`src/hw/rtl/rld_pkg.sv`:
```
// Package for the rotary ladder decoder: payload structs, register indexes and constants.
// Used by rotary_ladder_decoder; depends on nothing else.
package rld_pkg;

    localparam int MAX_POSITIONS = 6;
    localparam int CENTER_SLOTS  = 6;
    localparam logic [15:0] ERR_MAX = 16'hffff;

    localparam int CFG_INDEX_W = 3;
    localparam int CFG_DATA_W  = 32;

    typedef enum logic [CFG_INDEX_W-1:0] {
        REG_CENTERS_01        = 3'd0,
        REG_CENTERS_23        = 3'd1,
        REG_CENTERS_45        = 3'd2,
        REG_POSITION_COUNT    = 3'd3,
        REG_HYSTERESIS_MARGIN = 3'd4,
        REG_MAX_ERROR         = 3'd5,
        REG_DEBOUNCE_TIME     = 3'd6
    } cfg_index_t;

    typedef struct packed {
        logic [15:0] sample;
        logic [31:0] now_time;
    } in_item_t;

    typedef struct packed {
        logic [2:0] stable_pos;
        logic       ladder_ok;
    } out_item_t;

endpackage

```
`src/hw/rtl/rotary_ladder_decoder.sv`:
```
// Top level of the rotary ladder decoder: input register, decode and debounce, result register.
// Depends on rld_pkg for payload types, register indexes and constants.
// The block takes one sample transfer per clock unless out_ready holds a result, and presents
// its result from an output register behind the input register. While a result waits to be
// taken, one further sample can still be held in the input register, after which in_ready
// stays low until the result moves on. The critical path runs through the ladder check, the
// six-step nearest-centre search and the debounce compare. Any write to an existing register
// clears the candidate and stable state; a write to an index beyond the list is ignored.
module rotary_ladder_decoder #(
    parameter int MAX_POSITIONS = rld_pkg::MAX_POSITIONS
) (
    input  logic                                 clk,
    input  logic                                 rst_n,
    input  logic                                 cfg_write,
    input  logic [rld_pkg::CFG_INDEX_W-1:0]      cfg_index,
    input  logic [rld_pkg::CFG_DATA_W-1:0]       cfg_data,
    input  logic                                 in_valid,
    output logic                                 in_ready,
    input  rld_pkg::in_item_t                    in_data,
    output logic                                 out_valid,
    input  logic                                 out_ready,
    output rld_pkg::out_item_t                   out_data
);

    localparam int LIMIT = (MAX_POSITIONS < rld_pkg::CENTER_SLOTS) ?
                           MAX_POSITIONS : rld_pkg::CENTER_SLOTS;

    logic [31:0] centers_01_reg;
    logic [31:0] centers_23_reg;
    logic [31:0] centers_45_reg;
    logic [2:0]  position_count_reg;
    logic [15:0] hysteresis_margin_reg;
    logic [15:0] max_error_reg;
    logic [31:0] debounce_time_reg;

    logic [2:0]  candidate_pos_reg;
    logic [2:0]  candidate_pos_next;
    logic [2:0]  stable_position_reg;
    logic [2:0]  stable_position_next;
    logic [31:0] candidate_time_reg;
    logic [31:0] candidate_time_next;

    logic              in_valid_reg;
    rld_pkg::in_item_t in_data_reg;
    logic               out_valid_reg;
    rld_pkg::out_item_t out_data_reg;

    logic        advance;
    logic        cfg_hit;
    logic [15:0] centers [rld_pkg::CENTER_SLOTS];
    logic        ladder_ok;
    logic [2:0]  nearest_pos;
    logic [2:0]  decoded;

    function automatic logic [15:0] dist16(input logic [15:0] a, input logic [15:0] b);
        return (a > b) ? (a - b) : (b - a);
    endfunction

    assign centers[0] = centers_01_reg[15:0];
    assign centers[1] = centers_01_reg[31:16];
    assign centers[2] = centers_23_reg[15:0];
    assign centers[3] = centers_23_reg[31:16];
    assign centers[4] = centers_45_reg[15:0];
    assign centers[5] = centers_45_reg[31:16];

    assign advance  = in_valid_reg && (!out_valid_reg || out_ready);
    assign in_ready = !in_valid_reg || advance;
    assign out_valid = out_valid_reg;
    assign out_data  = out_data_reg;

    always_comb
    begin
        logic falling;
        ladder_ok = (position_count_reg >= 3'd2) && (position_count_reg <= 3'(LIMIT));
        falling = centers[1] < centers[0];
        for (int i = 0; i < rld_pkg::CENTER_SLOTS - 1; i++)
        begin
            if (3'(i + 1) < position_count_reg)
            begin
                if (falling ? (centers[i] <= centers[i+1]) : (centers[i] >= centers[i+1]))
                begin
                    ladder_ok = 1'b0;
                end
            end
        end
    end

    always_comb
    begin
        logic [2:0]  best;
        logic [15:0] best_err;
        logic [15:0] err;
        best = 3'd0;
        best_err = rld_pkg::ERR_MAX;
        for (int i = 0; i < rld_pkg::CENTER_SLOTS; i++)
        begin
            err = dist16(in_data_reg.sample, centers[i]);
            if ((3'(i) < position_count_reg) && (err < best_err))
            begin
                best_err = err;
                best = 3'(i + 1);
            end
        end
        nearest_pos = (best_err <= max_error_reg) ? best : 3'd0;
    end

    always_comb
    begin
        logic [16:0] tol_sum;
        logic [15:0] tol;
        logic [2:0]  stable_idx;
        logic [15:0] stable_center;
        tol_sum = {1'b0, max_error_reg} + {1'b0, hysteresis_margin_reg};
        tol = tol_sum[16] ? rld_pkg::ERR_MAX : tol_sum[15:0];
        stable_idx = stable_position_reg - 3'd1;
        stable_center = (stable_idx < 3'(rld_pkg::CENTER_SLOTS)) ? centers[stable_idx] : 16'd0;
        if (!ladder_ok)
        begin
            decoded = 3'd0;
        end
        else if ((stable_position_reg != 3'd0) && (stable_position_reg <= position_count_reg))
        begin
            decoded = (dist16(in_data_reg.sample, stable_center) <= tol) ?
                      stable_position_reg : nearest_pos;
        end
        else
        begin
            decoded = nearest_pos;
        end
    end

    always_comb
    begin
        logic [31:0] elapsed;
        candidate_pos_next  = candidate_pos_reg;
        candidate_time_next = candidate_time_reg;
        if (decoded != candidate_pos_reg)
        begin
            candidate_pos_next  = decoded;
            candidate_time_next = in_data_reg.now_time;
        end
        elapsed = in_data_reg.now_time - candidate_time_next;
        stable_position_next = stable_position_reg;
        if ((decoded != stable_position_reg) && (elapsed >= debounce_time_reg))
        begin
            stable_position_next = decoded;
        end
    end

    assign cfg_hit = cfg_write && (cfg_index <= rld_pkg::REG_DEBOUNCE_TIME);

    always_ff @(posedge clk or negedge rst_n)
    begin
        if (!rst_n)
        begin
            centers_01_reg        <= '0;
            centers_23_reg        <= '0;
            centers_45_reg        <= '0;
            position_count_reg    <= '0;
            hysteresis_margin_reg <= '0;
            max_error_reg         <= '0;
            debounce_time_reg     <= '0;
        end
        else if (cfg_write)
        begin
            unique case (cfg_index)
                rld_pkg::REG_CENTERS_01:        centers_01_reg        <= cfg_data;
                rld_pkg::REG_CENTERS_23:        centers_23_reg        <= cfg_data;
                rld_pkg::REG_CENTERS_45:        centers_45_reg        <= cfg_data;
                rld_pkg::REG_POSITION_COUNT:    position_count_reg    <= cfg_data[2:0];
                rld_pkg::REG_HYSTERESIS_MARGIN: hysteresis_margin_reg <= cfg_data[15:0];
                rld_pkg::REG_MAX_ERROR:         max_error_reg         <= cfg_data[15:0];
                rld_pkg::REG_DEBOUNCE_TIME:     debounce_time_reg     <= cfg_data;
                default:
                begin
                end
            endcase
        end
    end

    always_ff @(posedge clk or negedge rst_n)
    begin
        if (!rst_n)
        begin
            candidate_pos_reg   <= '0;
            stable_position_reg <= '0;
            candidate_time_reg  <= '0;
        end
        else if (cfg_hit)
        begin
            candidate_pos_reg   <= '0;
            stable_position_reg <= '0;
            candidate_time_reg  <= '0;
        end
        else if (advance)
        begin
            candidate_pos_reg   <= candidate_pos_next;
            stable_position_reg <= stable_position_next;
            candidate_time_reg  <= candidate_time_next;
        end
    end

    always_ff @(posedge clk or negedge rst_n)
    begin
        if (!rst_n)
        begin
            in_valid_reg  <= 1'b0;
            out_valid_reg <= 1'b0;
        end
        else
        begin
            if (in_ready)
            begin
                in_valid_reg <= in_valid;
            end
            if (advance)
            begin
                out_valid_reg <= 1'b1;
            end
            else if (out_ready)
            begin
                out_valid_reg <= 1'b0;
            end
        end
    end

    always_ff @(posedge clk)
    begin
        if (in_ready && in_valid)
        begin
            in_data_reg <= in_data;
        end
        if (advance)
        begin
            out_data_reg.stable_pos <= stable_position_next;
            out_data_reg.ladder_ok  <= ladder_ok;
        end
    end

`ifndef NO_ASSERTIONS
    a_cfg_clears_state: assert property (@(posedge clk) disable iff (!rst_n)
        cfg_hit |=> (stable_position_reg == 3'd0) && (candidate_pos_reg == 3'd0)
                    && (candidate_time_reg == 32'd0))
        else $error("State not cleared after a configuration write.");

    a_stable_in_range: assert property (@(posedge clk) disable iff (!rst_n)
        stable_position_reg <= 3'(LIMIT))
        else $error("Stable position beyond the ladder limit.");

    a_held_result_blocks: assert property (@(posedge clk) disable iff (!rst_n)
        (in_valid_reg && out_valid_reg && !out_ready) |-> !in_ready)
        else $error("Input taken while a pending transfer cannot move on.");

    a_new_candidate_time: assert property (@(posedge clk) disable iff (!rst_n)
        (advance && !cfg_hit && (decoded != candidate_pos_reg))
        |=> (candidate_time_reg == $past(in_data_reg.now_time)))
        else $error("New candidate did not take the sample timestamp.");
`endif

endmodule

```
`config.mk`:
```
export PLATFORM = sky130hd
export DESIGN_NAME = rotary_ladder_decoder
export DESIGN_NICKNAME = d
export VERILOG_FILES = /design/src/hw/rtl/rld_pkg.sv /design/src/hw/rtl/rotary_ladder_decoder.sv
export SDC_FILE = /design/constraint.sdc
export NUM_CORES = 1
export LEC_CHECK = 0
export BUFFER_PORTS_ARGS = -buffer_cell sky130_fd_sc_hd__buf_4
export CAP_MARGIN = 40
export CORE_ASPECT_RATIO = 0.9
export CORE_MARGIN = 8
export CORE_UTILIZATION = 45
export CTS_BUF_LIST = sky130_fd_sc_hd__clkbuf_16
export DETAILED_ROUTE_END_ITERATION = 12
export GPL_TIMING_DRIVEN = 0
export HOLD_SLACK_MARGIN = 0.05
export SLEW_MARGIN = 20
export SYNTH_ARGS = -nofsm -noshare
export SYNTH_HDL_FRONTEND = slang
export SYNTH_SLANG_ARGS = --single-unit
```
`constraint.sdc`:
```
create_clock -name clk -period 73.3 [get_ports clk]
set_clock_uncertainty 0.1 [all_clocks]
set_input_delay 3.665 -clock clk [delete_from_list [all_inputs] [get_ports clk]]
set_output_delay 3.665 -clock clk [all_outputs]
set_load 0.05 [all_outputs]
```
### Word level (Yosys, flattened, before mapping)

Index checks and enable logic that the tools add are counted.

| operators by class | value |
|---|---|
| multiplexer cells | 54 |
| reductions and logical operators | 29 |
| bitwise operators | 1 |
| eq/ne operators | 8 |
| add/sub/neg operators | 17 |
| $lt $le $gt $ge | 39 |

Operator list:

| cell | number |
|---|---|
| 16-bit two-way mux | 17 |
| 16-bit subtractor | 14 |
| 16-bit > comparator | 7 |
| 16-bit <= comparator | 7 |
| 16-bit < comparator | 6 |
| 32-bit two-way mux | 3 |
| 16-bit >= comparator | 5 |
| 16-bit binary-select mux with 3-bit select | 1 |
| 3-bit two-way mux | 15 |
| 32-bit >= comparator | 1 |
| 32-bit subtractor | 1 |
| 1-bit two-way mux | 18 |
| 16-bit by 16-bit adder with 17-bit output | 1 |
| 16-bit < comparator, second input constant | 1 |
| 2-bit AND reduction | 8 |
| 1-bit logical AND | 12 |
| 3-bit equality test, second input constant | 3 |
| 3-bit by 2-bit equality test with 1-bit output, second input constant | 2 |
| 3-bit <= comparator, second input constant | 2 |
| 1-bit by 3-bit < comparator with 1-bit output, first input constant | 2 |
| 2-bit by 3-bit < comparator with 1-bit output, first input constant | 2 |
| 3-bit < comparator, first input constant | 2 |
| 3-bit inequality test | 2 |
| 2-bit nonzero test | 3 |
| other kinds (11) | 13 |

| storage, ports and cells | value |
|---|---|
| register bits | 255 |
| input port bits | 88 |
| logic and storage cells | 164 |

### Depth between registers and ports, before layout

Gate-level depths: netlist of run 1.

| logic depth | value |
|---|---|
| depth in word-level cells | 33 |
| mapped depth | 138 |

### Worst setup path after synthesis of run 1

Ideal clock, no wire load.

| path | value |
|---|---|
| path type | flip-flop to flip-flop |
| start point | register in_data_reg[33] in the netlist's numbering |
| end point | register out_data_reg, in the netlist out_data[1], data pin |
| stages on the path, launching flop included | 135 |
| path slack | 48.151 ns |
| buffers on the path | 8 |
| arrival time | 24.792 ns |
| library setup time | 0.257 ns |
| cells stage by stage | edfxtp_1 -> inv_1 -> fa_1 -> a21o_1 -> a21o_1 -> a21o_1 -> a211oi_1 -> a31oi_1 -> nand2_1 -> o21ai_0 -> a221o_1 -> a221o_1 -> a221o_1 -> a221o_1 -> a221o_1 -> a221o_1 -> a221oi_1 -> xnor2_1 -> (+99 left out) -> nand2b_1 -> nand2b_1 -> a21oi_1 -> xnor2_1 -> ha_1 -> a21oi_1 -> nor2b_1 -> o21ai_0 -> nand2b_1 -> a21oi_1 -> nor2b_1 -> o21ai_0 -> nand2b_1 -> a21oi_1 -> o31ai_1 -> a221oi_1 -> mux2i_1 -> inv_1 |

| between the ends | value |
|---|---|
| cells in the longest elaborated chain, start to end | 31 |

RTL lines:

| item | line | source |
|---|---|---|
| from (decl) | rotary_ladder_decoder.sv:44 | `rld_pkg::in_item_t in_data_reg;` |
| from (signal assigned) | rotary_ladder_decoder.sv:231 | `in_data_reg <= in_data;` |
| 16-bit subtractor / 16-bit > comparator (equally long branches) | rotary_ladder_decoder.sv:56 | `return (a > b) ? (a - b) : (b - a);` |
| 16-bit two-way mux | rotary_ladder_decoder.sv:56 |  |
| 16-bit < comparator | rotary_ladder_decoder.sv:98 | `if ((3'(i) < position_count_reg) && (err < best_err))` |
| 1-bit logical AND | rotary_ladder_decoder.sv:98 |  |
| 16-bit two-way mux | rotary_ladder_decoder.sv:98 |  |
| 16-bit < comparator | rotary_ladder_decoder.sv:98 |  |
| 1-bit logical AND | rotary_ladder_decoder.sv:98 |  |
| 16-bit two-way mux | rotary_ladder_decoder.sv:98 |  |
| (+16 left out) | -- |  |
| 3-bit two-way mux (*) | rotary_ladder_decoder.sv:117 | `if (!ladder_ok)` |
| 3-bit inequality test | rotary_ladder_decoder.sv:137 | `if (decoded != candidate_pos_reg)` |
| 32-bit two-way mux | rotary_ladder_decoder.sv:137 |  |
| 32-bit subtractor | rotary_ladder_decoder.sv:142 | `elapsed = in_data_reg.now_time - candidate_time_next;` |
| 32-bit >= comparator | rotary_ladder_decoder.sv:144 | `if ((decoded != stable_position_reg) && (elapsed >= debounce_time_reg))` |
| 1-bit logical AND | rotary_ladder_decoder.sv:144 |  |
| 3-bit two-way mux (*) | rotary_ladder_decoder.sv:144 |  |
| net stable_position_next[0] | rotary_ladder_decoder.sv:39 | `logic [2:0] stable_position_next;` |
| to (decl) | rotary_ladder_decoder.sv:46 | `rld_pkg::out_item_t out_data_reg;` |

Mark *: on every way through the listed nets, which the timed path passes. The rest lies on a longest branch.
A chain may end at the register's enable or synchronous reset.

### Final worst setup path of run 1

| path | value |
|---|---|
| start point | register in_data_reg[32] in the netlist's numbering |
| end point | register out_data_reg, in the netlist out_data[3], data pin |

Same word-level chain as after synthesis.

==> results of run 1 <==
[metal layers]
layer  GRT usage [%]  wire, um  up-vias
met5               0        34        -
met4           12.98      5744        4
met3           7.905     12330      255
met2           43.84     46390     1303
met1           43.16     50950    12840
li1                -         -    12500
[through the flow]
stage	setup slack [ns]	cell area, um2	hold slack, ns	util [%]	std cells
after detailed placement	41.51	31050	0.3690	48.62	4349
after floorplan	48.15	28910	0.3490	-	3379
after CTS	41.40	32010	0.3831	50.13	4401
after global placement	41.24	30660	0.3598	48.01	4325
after global routing	38.77	32030	0.4227	50.16	4404
final	40.90	32050	0.3812	50.18	4409
[worst paths after layout]
check / slack [ns] / to / cells after the start / startpoint
max: 40.90 / out_data[3] / 135 / in_data_reg[32]
min: 0.38 / out_valid / 1 / in_valid_reg
max reg2reg: 40.90 / out_data[3] / 135 / in_data_reg[32]
min reg2reg: 0.38 / out_valid / 1 / in_valid_reg
max in group asynchronous: 69.40 / centers_23_reg[26] / 2 / rst_n
min in group asynchronous: 2.88 / max_error_reg[14] / 1 / rst_n
[kinds of logic (layout without fill, tap and decap cells)]
logic type	count (synthesis)	in the layout	share of synthesized area, %
DFF	255	255	22.97
adders and majority gates	500	500	22.04
and+or+nand+nor	788	788	13.06
xor gates and xnor gates	147	147	4.501
muxes	207	207	8.254
AOI/OAI and AO/OA	1055	1055	23.57
other	0	5	0
buffers and inverters	427	597	5.601
[area by class of cell]
cell class | instances | share of cell area [%]
clock inverter | 23 | 0.7301
timing repair buffer | 118 | 3.354
sequential | 255 | 20.72
clock buffer | 29 | 2.264
buffer | 128 | 1.550
tap | 855 | 3.338
inverter | 299 | 3.502
multi-input combinational | 2697 | 64.50
antenna | 5 | 0.03904
[cells in the final DEF (no fill, tap or decap), types with 45 or more instances in the layout]
cell type                    n
sky130_fd_sc_hd__inv_1     302
sky130_fd_sc_hd__a211oi_1   51
sky130_fd_sc_hd__ha_1      482
sky130_fd_sc_hd__mux2_2     81
sky130_fd_sc_hd__a21oi_1   276
sky130_fd_sc_hd__buf_4      92
sky130_fd_sc_hd__o21ai_0   271
sky130_fd_sc_hd__clkbuf_1  110
sky130_fd_sc_hd__nand2b_1   45
sky130_fd_sc_hd__nor2_1    194
sky130_fd_sc_hd__xnor2_1   101
sky130_fd_sc_hd__xor2_1     45
sky130_fd_sc_hd__nand4_1    73
sky130_fd_sc_hd__dfrtp_1   203
sky130_fd_sc_hd__a21o_1    203
sky130_fd_sc_hd__edfxtp_1   52
sky130_fd_sc_hd__nand2_1   272
sky130_fd_sc_hd__mux2i_1   109
sky130_fd_sc_hd__nor2b_1    59
==> tab_implementation.tex, run 1 <==
\begin{tabular}{lr}
\hline
Metric & Value \\
\hline
\multicolumn{2}{l}{\textbf{Route}} \\
Average wire per standard cell & 26.19 um \\
TritonRoute pass-1 iters & 6 \\
Post-DR vias/cell & 6.102 \\
Total detailed-routing wirelength & roughly 120 mm \\
Via Count & 26900 \\
Routed Antenna Nets & 0 \\
DRT iter0 DRCs & 2794 \\
Total DRC errors in the routed layout & 0 \\
\multicolumn{2}{l}{\textbf{Synth}} \\
Post-synth net total & slightly below 4000 \\
Number of different library cells in the post-synthesis netlist & 91 \\
Fraction of the yosys area taken by sequential cells & 22.97\% \\
Count of yosys warnings during synthesis & 0 \\
Number of instances in the synthesized netlist & 3379 \\
Top cells by area, synth & sky130\_fd\_sc\_hd\_\_ha\_1 21\%, sky130\_fd\_sc\_hd\_\_dfrtp\_1 18\%, sky130\_fd\_sc\_hd\_\_edfxtp\_1 5.4\%, sky130\_fd\_sc\_hd\_\_a21o\_1 5.3\%, sky130\_fd\_sc\_hd\_\_a21oi\_1 4.8\% \\
Most common cell in the synthesized netlist & sky130\_fd\_sc\_hd\_\_ha\_1 \\
Fraction of registers with async set/reset & 79.61\% \\
Summed instance area of the synthesized netlist & 0.02891 mm2 \\
Post-synth top cells & 482 x sky130\_fd\_sc\_hd\_\_ha\_1, 298 x sky130\_fd\_sc\_hd\_\_inv\_1, 276 x sky130\_fd\_sc\_hd\_\_a21oi\_1 \\
Post-synth top flop & sky130\_fd\_sc\_hd\_\_dfrtp\_1 \\
Number of synthesized register bits & 255 \\
Post-synthesis area per instance & 8.555 um2 \\
Yosys top cell area share & about a fifth \\
Post-synth top area cell & sky130\_fd\_sc\_hd\_\_ha\_1 \\
Number of enable flip-flop cells after synthesis & 52 \\
\multicolumn{2}{l}{\textbf{Cells and area}} \\
Nets & 4114 \\
Synth-to-layout area growth & 10.85\% \\
Register Area & 0.006641 mm2 \\
Area of the multi-input gates & 0.02067 mm2 \\
Flip-flop count of the largest register after layout & 48 \\
Fraction of final layout cells with drive strength greater than 1 & 8.594\% \\
Filler cells & 6246 \\
\multicolumn{2}{l}{\textbf{STA}} \\
Final clock period utilization by the worst path & between 40 and 50\% \\
Unrepaired setup endpoints after global routing & false \\
Achievable clock frequency & 0.03087 GHz \\
Count of pins over their slew limit & 0 \\
Setup TNS & 0 ns \\
Final Critical Period & around 32 ns \\
Worst-case headroom to the max-slew limit & 34.63\% \\
Total setup violations reported at the end of the flow & 0 \\
Slew at the pin with the worst max-slew slack & 0.9806 ns \\
Hold Violations, Final & 0 \\
\multicolumn{2}{l}{\textbf{Clock tree}} \\
Cells resized by post-CTS repair & 0 \\
H-tree depth reported by CTS & 1 \\
Hold buffer count at cts & 0 \\
Clk buf depth & 3 \\
Post-CTS clock slew at the launch and capture registers of the worst setup and hold paths & 0.06 ns \\
Clock tree sinks & about 260 \\
Clock latency reported for the late side of the worst-skew pair & 0.60 ns \\
Setup repair bufs after CTS & 0 \\
Number of buffers added by the clock tree synthesis step & 29 \\
Clock tree from TritonCTS & done \\
Clock tree root buffer cell & sky130\_fd\_sc\_hd\_\_clkbuf\_16 \\
\multicolumn{2}{l}{\textbf{Place}} \\
Number of port buffers & just over 90 \\
Routability-driven placement congestion ratio & 1.045 \\
HPWL after detailed placement & a little over 90 mm \\
\multicolumn{2}{l}{\textbf{Floorplanning}} \\
Site row count & 88 \\
Starting Density & 45.27\% \\
Top-level I/O count & 94 \\
Core Box Area & 0.06386 mm2 \\
Die X-Extent & 283.2 um \\
Floorplan die height & 256.5 um \\
Die footprint & 0.07262 mm2 \\
\multicolumn{2}{l}{\textbf{Outcome}} \\
Run status & complete, no violations \\
\multicolumn{2}{l}{\textbf{Worst setup path}} \\
Slowest cell on the critical path & sky130\_fd\_sc\_hd\_\_edfxtp\_1 \\
Count of buffer and inverter cells on the critical path & 14 \\
Largest fanout of any net on the critical path & 10 \\
Kind of cell with the highest combined delay on the critical path & compound AO/OA/AOI/OAI gates \\
Critical path startpoint category & register \\
Worst Path Required & 73.54 ns \\
Setup CP Type & register to register \\
Most repeated library cell on the critical path & sky130\_fd\_sc\_hd\_\_a21o\_1 \\
Arrival time of data at the critical path endpoint & 32.64 ns \\
Delay contributed by the slowest stage of the critical path & 0.89 ns \\
Kind of end point of the critical path & register \\
\multicolumn{2}{l}{\textbf{GRT}} \\
Remaining global-route overflow & 0 \\
Antenna violations before repair & 5 \\
First-pass GRT wire length & about 170 mm \\
Via count of the first global-routing pass & 25480 \\
Total routing resource utilization after global routing & a little under a third \\
Maximum number of pins on one net before global-route repair & 84 \\
\multicolumn{2}{l}{\textbf{Run}} \\
Max-cap violation count & 0 \\
\multicolumn{2}{l}{\textbf{Worst hold path}} \\
Class of the tightest hold or removal check & register to register \\
\hline
\end{tabular}
Power of run 1 is left out: the tool's default activity adds up to more than one toggle a clock period on the data nets, which glitch-free logic cannot reach.
==> inputs of run 2 (changes only) <==
==> constraint.sdc (replaced) <==
create_clock -name clk -period 27.5 [get_ports clk]
set_clock_uncertainty 0.1 [all_clocks]
set_input_delay 1.375 -clock clk [delete_from_list [all_inputs] [get_ports clk]]
set_output_delay 1.375 -clock clk [all_outputs]
set_load 0.05 [all_outputs]
==> run 2 against run 1 <==
  * Die area did not move
  * Global-route usage is 0.11 points higher
  * Sequential share of layout area fell by 0.39 points
  * Cell area rose by 2.0%
  * Wire length is 0.92% higher
  * Register-to-register slack got worse by 40 ns
  * Critical path type unchanged
  * Count of clock-buffer cells in the layout unchanged
  * First-iteration DRC count decreased by 7.3%
  * Via count is 0.80% higher
  * Critical path depth shrank 1
  * Utilization up 1.0 points
  * Worst setup slack got worse by 40 ns
==> tab_implementation.tex, run 2 (synthesis gave the netlist of run 1 again) <==
\begin{tabular}{lr}
\hline
Metric & Value \\
\hline
\multicolumn{2}{l}{\textbf{Outcome}} \\
Run status & complete, no violations \\
\multicolumn{2}{l}{\textbf{STA}} \\
Setup TNS & 0 ns \\
Slew at the pin with the worst max-slew slack & 0.9140 ns \\
Hold Violations, Final & 0 \\
Worst-case headroom to the max-slew limit & 39.07\% \\
Count of pins over their slew limit & 0 \\
Final clock period utilization by the worst path & 95.71\% \\
Achievable clock frequency & 0.03799 GHz \\
Worst Setup Slack, final & 1.180 ns \\
Total setup violations reported at the end of the flow & 0 \\
Final Critical Period & 26.32 ns \\
\multicolumn{2}{l}{\textbf{Worst setup path}} \\
Kind of cell with the highest combined delay on the critical path & compound AO/OA/AOI/OAI gates \\
Kind of end point of the critical path & register \\
Most repeated library cell on the critical path & sky130\_fd\_sc\_hd\_\_a21o\_1 \\
Arrival time of data at the critical path endpoint & approximately 27 ns \\
Setup CP Type & register to register \\
Slowest cell on the critical path & sky130\_fd\_sc\_hd\_\_mux2i\_1 \\
Worst Path Required & 27.75 ns \\
Delay contributed by the slowest stage of the critical path & between 0.5 and 0.6 ns \\
Largest fanout of any net on the critical path & 10 \\
Critical path startpoint category & register \\
Count of buffer and inverter cells on the critical path & 15 \\
\multicolumn{2}{l}{\textbf{Clock tree}} \\
H-tree depth reported by CTS & 1 \\
Clock tree root buffer cell & sky130\_fd\_sc\_hd\_\_clkbuf\_16 \\
Clock tree from TritonCTS & done \\
Post-CTS clock slew at the launch and capture registers of the worst setup and hold paths & 0.06 ns \\
Hold buffer count at cts & 0 \\
Clock tree sinks & 255 \\
Clock latency reported for the late side of the worst-skew pair & just over 0.6 ns \\
Number of buffers added by the clock tree synthesis step & 29 \\
Clk buf depth & 3 \\
\multicolumn{2}{l}{\textbf{Route}} \\
Total DRC errors in the routed layout & 0 \\
Total detailed-routing wirelength & 116.5 mm \\
Average wire per standard cell & 26.24 um \\
Routed Antenna Nets & 0 \\
Via Count & 27120 \\
Post-DR vias/cell & approximately 6.1 \\
DRT iter0 DRCs & between 2000 and 3000 \\
TritonRoute pass-1 iters & 6 \\
\multicolumn{2}{l}{\textbf{Run}} \\
Max-cap violation count & 0 \\
\multicolumn{2}{l}{\textbf{Worst hold path}} \\
Class of the tightest hold or removal check & register to register \\
\multicolumn{2}{l}{\textbf{Place}} \\
Routability-driven placement congestion ratio & 1.045 \\
Pre-CTS WS & -4.293 ns \\
Number of instances in the placed design & 4349 \\
Number of port buffers & 91 \\
HPWL after detailed placement & 92.64 mm \\
\multicolumn{2}{l}{\textbf{Floorplanning}} \\
Starting Density & 45.27\% \\
Die footprint & 0.07262 mm2 \\
Top-level I/O count & 94 \\
Site row count & 88 \\
Floorplan die height & 256.5 um \\
Core Box Area & 0.06386 mm2 \\
Die X-Extent & 283.2 um \\
\multicolumn{2}{l}{\textbf{GRT}} \\
Remaining global-route overflow & 0 \\
First-pass GRT wire length & between 150 and 200 mm \\
Total routing resource utilization after global routing & 30.73\% \\
Via count of the first global-routing pass & 25560 \\
Antenna violations before repair & 3 \\
Maximum number of pins on one net before global-route repair & 84 \\
\multicolumn{2}{l}{\textbf{Cells and area}} \\
Most common cell after layout, fill and taps aside & sky130\_fd\_sc\_hd\_\_ha\_1 \\
Filler cells & a little over 6000 \\
Flip-flop count of the largest register after layout & 48 \\
Fraction of final layout cells with drive strength greater than 1 & $\sim$11\% \\
Synth-to-layout area growth & 13.12\% \\
Highest-count cells in the layout ignoring fill and taps & 482 x sky130\_fd\_sc\_hd\_\_ha\_1, 300 x sky130\_fd\_sc\_hd\_\_inv\_1, 270 x sky130\_fd\_sc\_hd\_\_nand2\_1 \\
Nets & between 4000 and 5000 \\
Finished Layout Cells & $\sim$4400 \\
\hline
\end{tabular}
-- run 2: timing repair --
action                                  4_1_cts  5_1_grt
hold endpoints to repair                      0        0
buffers inserted                             17       21
endpoints found under the setup margin        6        6
gates resized for setup                      52       67
pin swaps                                     6       14
-- run 2: cell type report --
class	instances	area [um2]	share of cell area, %
flip-flops and latches	255	6649	20.33
clock buffers	29	725.7	2.219
plain buffers	124	538.0	1.645
inverters	299	1126	3.443
multi-input cells	2697	20990	64.18
well taps	855	1070	3.271
repair buffers	156	1365	4.174
diodes	2	5.005	0.01530
clock inverters	23	234.0	0.7155
-- run 2: worst reg2reg max path, delay by kind of cell (launching register included) --
family	cells	cell delay (ns)
simple gates	30	3.88
mux	3	1.12
fa+ha+maj	9	2.90
xor+xnor	2	0.32
buf+inv	15	2.82
compound gates	75	14.31
flops	1	0.57
-- run 2: metal layers --
metal,GRT usage [%],share of wire (%)
met2,44.01,40
met1,42.95,43
met3,8.338,11
met4,13.30,5.2
met5,0,0.0094
-- run 2: through the flow --
step                      area, um2  hold slack [ns]  utilization, %
after floorplan               28910           0.3490               -
after global placement        30660           0.3598           48.01
after detailed placement      31050           0.3690           48.62
after CTS                     32290           0.3831           50.56
after global routing          32700           0.4227           51.20
final                         32700           0.3778           51.21
-- run 2: worst paths after layout --
path	start	depth (start not counted)	slack, ns	to
worst min register to register	in_valid_reg	1	0.38	out_valid
min in group asynchronous	rst_n	1	0.58	max_error_reg[13]
worst max-delay path	centers_01_reg[22]	134	1.18	out_data[3]
max in group asynchronous	rst_n	2	25.89	centers_01_reg[23]
worst min-delay path	in_valid_reg	1	0.38	out_valid
worst max register to register	centers_01_reg[22]	134	1.18	out_data[3]
Power of run 2 is left out for the same reason.
